File: src/hdl/slq_pkg.sv
`timescale 1ns / 1ps

package slq_pkg;

    localparam int CFG_INDEX_W = 1;
    localparam int CFG_DATA_W  = 32;
    localparam int PROG_LEN_W  = 17;
    localparam int CYCLE_W     = 32;
    localparam int CD_W        = 2;
    localparam int PC_STEP     = 3;

    localparam logic [PROG_LEN_W-1:0] PROG_LEN_RESET    = 17'h10000;
    localparam logic [CYCLE_W-1:0]    CYCLE_LIMIT_RESET = 32'd20;
    localparam logic [CD_W-1:0]       UNCOND_SKIP_LOAD  = 2'd2;
    localparam logic [CD_W-1:0]       COND_SKIP_LOAD    = 2'd3;

    typedef enum logic [CFG_INDEX_W-1:0] {
        CFG_PROGRAM_LENGTH = 1'b0,
        CFG_CYCLE_LIMIT    = 1'b1
    } cfg_reg_t;

    typedef enum logic [1:0] {
        FWD_NONE = 2'd0,
        FWD_A    = 2'd1,
        FWD_B    = 2'd2
    } fwd_code_t;

    typedef struct packed {
        logic      done_res;
        fwd_code_t forward_code;
        logic      write_enable;
    } slq_flags_t;

endpackage

File: src/hdl/slq_in_stage.sv
`timescale 1ns / 1ps

module slq_in_stage #(
    parameter int DATA_W = 112
) (
    input  logic              clk,
    input  logic              rst_n,
    input  logic              s_tvalid,
    output logic              s_tready,
    input  logic [DATA_W-1:0] s_data,
    input  logic              advance,
    output logic              valid,
    output logic [DATA_W-1:0] data
);

    logic              valid_reg;
    logic              valid_next;
    logic [DATA_W-1:0] data_reg;

    assign s_tready = !valid_reg || advance;

    always_comb
    begin
        valid_next = valid_reg;
        if (s_tready)
        begin
            valid_next = s_tvalid;
        end
    end

    always_ff @(posedge clk or negedge rst_n)
    begin
        if (!rst_n)
        begin
            valid_reg <= 1'b0;
        end
        else
        begin
            valid_reg <= valid_next;
        end
    end

    always_ff @(posedge clk)
    begin
        if (s_tvalid && s_tready)
        begin
            data_reg <= s_data;
        end
    end

    assign valid = valid_reg;
    assign data  = data_reg;

endmodule

File: src/hdl/slq_exec.sv
`timescale 1ns / 1ps

module slq_exec #(
    parameter int ADDR_WIDTH = 16,
    parameter int DATA_WIDTH = 32
) (
    input  logic                             clk,
    input  logic                             rst_n,
    input  logic                             cfg_we,
    input  logic [slq_pkg::CFG_INDEX_W-1:0]  cfg_index,
    input  logic [slq_pkg::CFG_DATA_W-1:0]   cfg_wdata,
    input  logic                             advance,
    input  logic [ADDR_WIDTH-1:0]            instr_a,
    input  logic [ADDR_WIDTH-1:0]            instr_b,
    input  logic [ADDR_WIDTH-1:0]            instr_c,
    input  logic [DATA_WIDTH-1:0]            data_a,
    input  logic [DATA_WIDTH-1:0]            data_b,
    output logic [ADDR_WIDTH-1:0]            item_pc,
    output logic [ADDR_WIDTH-1:0]            write_addr,
    output logic [DATA_WIDTH-1:0]            write_data,
    output logic [ADDR_WIDTH-1:0]            next_pc,
    output slq_pkg::slq_flags_t              flags
);

    localparam int CMP_W = (ADDR_WIDTH > slq_pkg::PROG_LEN_W) ? ADDR_WIDTH
                                                               : slq_pkg::PROG_LEN_W;
    localparam logic [slq_pkg::CYCLE_W-1:0] CYCLE_MAX = '1;

    logic [slq_pkg::PROG_LEN_W-1:0] prog_len_reg;
    logic [slq_pkg::CYCLE_W-1:0]    cycle_limit_reg;

    logic [ADDR_WIDTH-1:0]      pc_reg,          pc_next;
    logic [slq_pkg::CD_W-1:0]   uc_reg,          uc_next;
    logic [slq_pkg::CD_W-1:0]   cc_reg,          cc_next;
    logic [ADDR_WIDTH-1:0]      ut_reg,          ut_next;
    logic [ADDR_WIDTH-1:0]      ct_reg,          ct_next;
    logic [ADDR_WIDTH-1:0]      pwa0_reg;
    logic [ADDR_WIDTH-1:0]      pwa1_reg;
    logic [ADDR_WIDTH-1:0]      pra_reg;
    logic [ADDR_WIDTH-1:0]      prb_reg;
    logic [slq_pkg::CYCLE_W-1:0] cnt_reg,        cnt_next;

    logic [ADDR_WIDTH-1:0]    fall;
    logic [DATA_WIDTH-1:0]    diff;
    logic                     nonpos;
    logic [slq_pkg::CD_W-1:0] uc_dec;
    logic [slq_pkg::CD_W-1:0] cc_dec;
    logic                     quiet;
    logic                     take_u;
    logic                     take_c;
    logic [slq_pkg::CD_W-1:0] uc_mid;
    logic [slq_pkg::CD_W-1:0] cc_mid;
    slq_pkg::fwd_code_t       fwd;

    always_ff @(posedge clk or negedge rst_n)
    begin
        if (!rst_n)
        begin
            prog_len_reg    <= slq_pkg::PROG_LEN_RESET;
            cycle_limit_reg <= slq_pkg::CYCLE_LIMIT_RESET;
        end
        else if (cfg_we)
        begin
            case (cfg_index)
                slq_pkg::CFG_PROGRAM_LENGTH:
                begin
                    prog_len_reg <= cfg_wdata[slq_pkg::PROG_LEN_W-1:0];
                end
                slq_pkg::CFG_CYCLE_LIMIT:
                begin
                    cycle_limit_reg <= cfg_wdata[slq_pkg::CYCLE_W-1:0];
                end
                default:
                begin
                    prog_len_reg <= prog_len_reg;
                end
            endcase
        end
    end

    always_comb
    begin
        fall   = pc_reg + ADDR_WIDTH'(slq_pkg::PC_STEP);
        diff   = data_b - data_a;
        nonpos = (diff == '0) || diff[DATA_WIDTH-1];

        uc_dec = (uc_reg == '0) ? uc_reg : uc_reg - 1'b1;
        cc_dec = (cc_reg == '0) ? cc_reg : cc_reg - 1'b1;
        quiet  = (uc_dec == '0) && (cc_dec == '0);

        take_u = (instr_a == instr_b) && (instr_c != fall) && quiet;
        take_c = nonpos && (instr_c != fall) && quiet && !take_u;

        uc_mid  = take_u ? slq_pkg::UNCOND_SKIP_LOAD : uc_dec;
        ut_next = take_u ? instr_c : ut_reg;
        cc_mid  = take_c ? slq_pkg::COND_SKIP_LOAD : cc_dec;
        ct_next = take_c ? instr_c : ct_reg;

        flags.write_enable = !((uc_mid == 2'd1) || (cc_mid == 2'd1) || (cc_mid == 2'd2));

        fwd = slq_pkg::FWD_NONE;
        if ((pwa0_reg == instr_a) || (pwa1_reg == instr_a) || (pwa1_reg == pra_reg))
        begin
            fwd = slq_pkg::FWD_A;
        end
        if ((pwa0_reg == instr_b) || (pwa1_reg == instr_b) || (pwa1_reg == prb_reg))
        begin
            fwd = slq_pkg::FWD_B;
        end
        flags.forward_code = fwd;

        cc_next = cc_mid;
        uc_next = uc_mid;
        if (cc_mid == 2'd1)
        begin
            pc_next = ct_next;
            uc_next = '0;
        end
        else if (uc_mid == 2'd1)
        begin
            pc_next = ut_next;
        end
        else
        begin
            pc_next = fall;
        end

        cnt_next = (cnt_reg == CYCLE_MAX) ? cnt_reg : cnt_reg + 1'b1;

        flags.done_res = (CMP_W'(pc_next) >= CMP_W'(prog_len_reg))
                      || (cnt_next >= cycle_limit_reg);
    end

    always_ff @(posedge clk or negedge rst_n)
    begin
        if (!rst_n)
        begin
            pc_reg   <= '0;
            uc_reg   <= '0;
            cc_reg   <= '0;
            ut_reg   <= '0;
            ct_reg   <= '0;
            pwa0_reg <= '0;
            pwa1_reg <= '0;
            pra_reg  <= '0;
            prb_reg  <= '0;
            cnt_reg  <= '0;
        end
        else if (advance)
        begin
            pc_reg   <= pc_next;
            uc_reg   <= uc_next;
            cc_reg   <= cc_next;
            ut_reg   <= ut_next;
            ct_reg   <= ct_next;
            pwa0_reg <= instr_b;
            pwa1_reg <= pwa0_reg;
            pra_reg  <= instr_a;
            prb_reg  <= instr_b;
            cnt_reg  <= cnt_next;
        end
    end

    assign item_pc    = pc_reg;
    assign write_addr = instr_b;
    assign write_data = diff;
    assign next_pc    = pc_next;

endmodule

File: src/hdl/slq_out_stage.sv
`timescale 1ns / 1ps

module slq_out_stage #(
    parameter int DATA_W = 88
) (
    input  logic              clk,
    input  logic              rst_n,
    input  logic              load,
    input  logic [DATA_W-1:0] load_data,
    output logic              free,
    output logic              m_tvalid,
    input  logic              m_tready,
    output logic [DATA_W-1:0] m_tdata
);

    logic              valid_reg;
    logic              valid_next;
    logic [DATA_W-1:0] data_reg;

    assign free = !valid_reg || m_tready;

    always_comb
    begin
        valid_next = valid_reg;
        if (load)
        begin
            valid_next = 1'b1;
        end
        else if (m_tready)
        begin
            valid_next = 1'b0;
        end
    end

    always_ff @(posedge clk or negedge rst_n)
    begin
        if (!rst_n)
        begin
            valid_reg <= 1'b0;
        end
        else
        begin
            valid_reg <= valid_next;
        end
    end

    always_ff @(posedge clk)
    begin
        if (load)
        begin
            data_reg <= load_data;
        end
    end

    assign m_tvalid = valid_reg;
    assign m_tdata  = data_reg;

endmodule

File: src/hdl/subleq_pipeline_control_top.sv
`timescale 1ns / 1ps

// Execute and branch control core of a pipelined subleq processor.
// Slave stream: one beat per fetched instruction, carrying the operand
// addresses a, b, c and the memory words read at a and b.
// Master stream: one beat per instruction, carrying its pc, the write of
// m[b] - m[a] with its enable, the forwarding code, the next fetch address
// and the done flag (pc past the program or cycle limit reached).
// Config port: write program_length (index 0) or cycle_limit (index 1)
// while no beat is in flight.
// An accepted input beat is held in the input register, then passes through
// the pc, branch countdown and forwarding logic into the output register.
// Throughput is one instruction per cycle while the receiver does not stall,
// with pc and the countdowns fed back through their own registers.
// Reset clears pc, countdowns, history and cycle count, sets program_length
// to 65536 and cycle_limit to 20, and empties both registers.
// When the receiver stalls the output beat holds, the input register still
// takes one more beat if it was empty, then s_tready drops until the output drains.
module subleq_pipeline_control_top #(
    parameter int ADDR_WIDTH = 16,
    parameter int DATA_WIDTH = 32
) (
    input  logic                            clk,
    input  logic                            rst_n,
    input  logic                            cfg_we,
    input  logic [slq_pkg::CFG_INDEX_W-1:0] cfg_index,
    input  logic [slq_pkg::CFG_DATA_W-1:0]  cfg_wdata,
    input  logic                            s_tvalid,
    output logic                            s_tready,
    // instr_a, instr_b, instr_c, data_a, data_b, zero fill
    input  logic [((3*ADDR_WIDTH+2*DATA_WIDTH+7)/8)*8-1:0] s_tdata,
    output logic                            m_tvalid,
    input  logic                            m_tready,
    // item_pc, write_enable, write_addr, write_data, forward_code, next_pc,
    // done_res, zero fill
    output logic [((3*ADDR_WIDTH+DATA_WIDTH+4+7)/8)*8-1:0] m_tdata
);

    localparam int IN_BITS     = 3*ADDR_WIDTH + 2*DATA_WIDTH;
    localparam int OUT_BITS    = 3*ADDR_WIDTH + DATA_WIDTH + 4;
    localparam int OUT_TDATA_W = ((OUT_BITS + 7) / 8) * 8;

    logic                  in_valid;
    logic [IN_BITS-1:0]    in_data;
    logic                  out_free;
    logic                  advance;
    logic [ADDR_WIDTH-1:0] item_pc;
    logic [ADDR_WIDTH-1:0] write_addr;
    logic [DATA_WIDTH-1:0] write_data;
    logic [ADDR_WIDTH-1:0] next_pc;
    slq_pkg::slq_flags_t   flags;
    logic [OUT_BITS-1:0]   out_bits;

    assign advance = in_valid && out_free;

    slq_in_stage #(
        .DATA_W (IN_BITS)
    ) u_in (
        .clk      (clk),
        .rst_n    (rst_n),
        .s_tvalid (s_tvalid),
        .s_tready (s_tready),
        .s_data   (s_tdata[IN_BITS-1:0]),
        .advance  (advance),
        .valid    (in_valid),
        .data     (in_data)
    );

    slq_exec #(
        .ADDR_WIDTH (ADDR_WIDTH),
        .DATA_WIDTH (DATA_WIDTH)
    ) u_exec (
        .clk        (clk),
        .rst_n      (rst_n),
        .cfg_we     (cfg_we),
        .cfg_index  (cfg_index),
        .cfg_wdata  (cfg_wdata),
        .advance    (advance),
        .instr_a    (in_data[0 +: ADDR_WIDTH]),
        .instr_b    (in_data[ADDR_WIDTH +: ADDR_WIDTH]),
        .instr_c    (in_data[2*ADDR_WIDTH +: ADDR_WIDTH]),
        .data_a     (in_data[3*ADDR_WIDTH +: DATA_WIDTH]),
        .data_b     (in_data[3*ADDR_WIDTH+DATA_WIDTH +: DATA_WIDTH]),
        .item_pc    (item_pc),
        .write_addr (write_addr),
        .write_data (write_data),
        .next_pc    (next_pc),
        .flags      (flags)
    );

    assign out_bits = {flags.done_res, next_pc, flags.forward_code, write_data,
                       write_addr, flags.write_enable, item_pc};

    slq_out_stage #(
        .DATA_W (OUT_TDATA_W)
    ) u_out (
        .clk       (clk),
        .rst_n     (rst_n),
        .load      (advance),
        .load_data (OUT_TDATA_W'(out_bits)),
        .free      (out_free),
        .m_tvalid  (m_tvalid),
        .m_tready  (m_tready),
        .m_tdata   (m_tdata)
    );

endmodule

File: config.mk
export PLATFORM = sky130hd
export DESIGN_NAME = subleq_pipeline_control_top
export DESIGN_NICKNAME = d
export VERILOG_FILES = /design/src/hdl/slq_pkg.sv /design/src/hdl/slq_in_stage.sv /design/src/hdl/slq_exec.sv /design/src/hdl/slq_out_stage.sv /design/src/hdl/subleq_pipeline_control_top.sv
export SDC_FILE = /design/constraint.sdc
export NUM_CORES = 1
export LEC_CHECK = 0
export BUFFER_PORTS_ARGS = -buffer_cell sky130_fd_sc_hd__buf_2
export CAP_MARGIN = 20
export CORE_UTILIZATION = 50
export CTS_BUF_LIST = sky130_fd_sc_hd__clkbuf_4 sky130_fd_sc_hd__clkbuf_8
export DETAILED_ROUTE_END_ITERATION = 7
export GPL_TIMING_DRIVEN = 0
export PLACE_DENSITY_LB_ADDON = 0.2
export SYNTH_ARGS = -nofsm -noshare
export SYNTH_HDL_FRONTEND = slang
export SYNTH_HIERARCHICAL = 1
export SYNTH_SLANG_ARGS = --single-unit
export TNS_END_PERCENT = 20
File: constraint.sdc
create_clock -name clk -period 4.75 [get_ports clk]
set_clock_uncertainty 0.1 [all_clocks]
set_input_delay 0.7125 -clock clk [delete_from_list [all_inputs] [get_ports clk]]
set_output_delay 0.7125 -clock clk [all_outputs]
set_load 0.01 [all_outputs]
==> metrics <==
status complete, no violations; fin util 0.592; Buf/Inv on CP 2; row cnt 73; H-tree depth 3; max-slew violations 0; cells along the critical path clkbuf_1 -> and4_1 -> and3_1 -> and3_1 -> nand4_1 -> buf_4 -> and3_1 -> nand2_2 -> nor4_4 -> nand3_1 -> xnor2_1 -> ha_1 -> a21o_1 -> a21o_1 -> a21oi_1 -> nor2_1 -> a2111oi_1 -> o311ai_0; largest net degree at the start of global routing 100; WL/cell 18.4 µm; Max transition margin 0.356; post-synthesis xor/xnor area fraction 0.0949; Static Leak 10.2 nW; Placement Cell Area 22000 µm²; adder-cell area share of the yosys netlist 0.0514; Post-Place Cells 2481; dpl hpwl 35400 µm; Initial DRC Count 913; CP arrival 4.64 ns; layout cells sized above 1 0.272; initial core utilization 0.507; 1st-pass router iterations 7; CTS Buffer Depth 3; RSZ-0062 raised after global routing no; critical path fanouts, max 7; Die Y 202 µm; post-synthesis compound-gate area fraction 0.0979; TritonCTS clock tree built; Reg clk slew, reported paths 0.06 ns; worst vdd ir 0.219 mV; synthesized cell area 20100 µm²; Fill cells 3353; first-pass GRT wire length 75400 µm; Critical Path RT 4.95 ns; WHS 0.180 ns; minimum clock period 4.44 ns; core footprint 39600 µm²; Die Wd 202 µm; register area share after synthesis 0.527; Simple-Gate Fraction of Synth Area 0.117; top post-synthesis cells by area edfxtp_1, dfrtp_1, mux2_2; element type at the critical path start flip-flop; design area 23400 µm²; CP max stage delay 0.35 ns; Root Buffer clkbuf_8; Layout Cells excl Fill 2608; I/O Pins 240; PD cells 490 nW/µm²; ANT nets after route 0; Final nets 2262; Routed Wire Length 47900 µm; IO Port Bufs 239; #FFs+latches synth 383; number of synthesized flops with an enable pin 200; WS Path Type reg -> reg; synthesized area per cell 11.7 µm²; DRC 0; Layout area overhead 16.7%; # clock sinks 383; Worst path slowest cell dfrtp_1; initial antenna violation count 6; max reg flops 112; Least-Margin Pin Slew 0.957 ns; Setup crit end kind flip-flop; Max Cap Violations 0; clock latency on the worst-skew pair 0.61 ns; Gate Count Post-Synth 1711; Worst path top cell family by delay simple AND/OR/NAND/NOR gates; Synth Flop Type edfxtp_1; FMAX 225 MHz; area leader, netlist edfxtp_1; gr ovfl total 0; HP Class in -> reg; GRT Util Overall 0.234; Placer Congestion 0.909; PnR Total Power 11.5 mW; final worst path period share 0.936; CP most frequent cell and3_1; largest family of logic cells by synthesized area simple AND/OR/NAND/NOR gates; Synth cell types 101; Final Setup Violations 0; DR vias 14200; vias in the first global route 14300; TritonCTS Buffers 68; number of vias per cell 5.45; proportion of synthesized area in mux cells 0.0659; FFs w/ async S/R, synth 0.478; Final Hold Vio Count 0; Yosys warning total 6; area share of the largest cell type after synthesis 0.299; Die ar. 41000 µm²
## layout by cell type (no fill, tap or decap), types with 22 or more instances in the layout
cell type | netlist | final
clkbuf_1 | 46 | 46
a21o_1 | 28 | 28
nor2_1 | 70 | 69
a21oi_1 | 49 | 49
ha_1 | 81 | 81
nand2_1 | 135 | 134
buf_4 | 19 | 22
dfrtp_1 | 180 | 180
nand3_1 | 38 | 37
nand4_1 | 37 | 37
nor4_1 | 31 | 31
edfxtp_1 | 200 | 200
buf_2 | 14 | 252
clkbuf_8 | 2 | 75
mux2_2 | 105 | 105
o21ai_0 | 67 | 67
xnor2_1 | 83 | 83
xor2_1 | 132 | 132
inv_1 | 95 | 95
## power by group
| part | total [mW] | switching (mW) | internal (mW) |
|---|---|---|---|
| logic | 3.72 | 2.14 | 1.58 |
| clock network | 3.03 | 1.34 | 1.68 |
| registers | 4.74 | 0.470 | 4.27 |
| total | 11.5 | 3.95 | 7.54 |
## synthesized netlist by cell type (22+ instances only)
cell type / count
nor3_1: 22
xnor2_1: 83
nand3_1: 38
ha_1: 81
mux2_2: 105
xor2_1: 132
nor2_1: 70
dfrtp_1: 180
clkbuf_1: 46
a21oi_1: 49
a21o_1: 28
o21ai_0: 67
nor4_1: 31
nand4_1: 37
edfxtp_1: 200
inv_1: 95
nand2_1: 135
## kinds of logic after synthesis
group	count (synthesis)
AOI/OAI and AO/OA	277
xor gates and xnor gates	216
adders and majority gates	82
buffers and inverters	193
DFF	383
muxes	118
other	1
and+or+nand+nor	441
## metrics by stage
stage / TNS [ns] / worst slack (ns)
after floorplan: 0 / 0.845
final: 0 / 0.306
after global placement: -68.02 / -0.306
after global routing: 0 / 0.0481
after detailed placement: -0.0727 / -0.0727
after CTS: 0 / 0.215
## path summary, 6_finish.rpt
check | slack (ns) | startpoint | to | cells past startpoint
worst max-delay path | 0.31 | u_exec/cnt_reg[4] | u_out/m_tdata[83] | 18
worst min-delay path | 0.18 | s_tdata[12] | u_in/data[12] | 1
worst max register to register | 0.31 | u_exec/cnt_reg[4] | u_out/m_tdata[83] | 18
worst min register to register | 0.34 | u_exec/item_pc[13] | u_out/m_tdata[13] | 0
max in group asynchronous | 3.01 | rst_n | u_exec/prb_reg[14] | 3
min in group asynchronous | 0.57 | rst_n | u_exec/prog_len_reg[3] | 2
## per-layer routing
metal | part of all wire | global-route usage | routed length [µm]
met3 | 0.055 | 0.0437 | 2640
met2 | 0.49 | 0.393 | 23300
met5 | 0.00088 | 0 | 42
met1 | 0.44 | 0.306 | 21000
met4 | 0.019 | 0.0728 | 931
## layout make-up
class | instances | area [µm²] | share of cell area
plain buffers | 98 | 557 | 0.0237
flip-flops and latches | 383 | 10600 | 0.452
clock inverters | 28 | 176 | 0.00752
diodes | 2 | 5.00 | 0.000213
well taps | 525 | 657 | 0.0280
clock buffers | 93 | 1150 | 0.0493
repair buffers | 246 | 1320 | 0.0563
multi-input cells | 1138 | 8630 | 0.368
inverters | 95 | 357 | 0.0152
## what timing repair did
action	4_1_cts	5_1_grt
pin swaps	1	2
gates resized for setup	1	6
endpoints found under the hold margin	14	0
setup buffers	2	1
endpoints found under the setup margin	1	1
hold buffers	1	0
(Power assumes the default switching activity.)
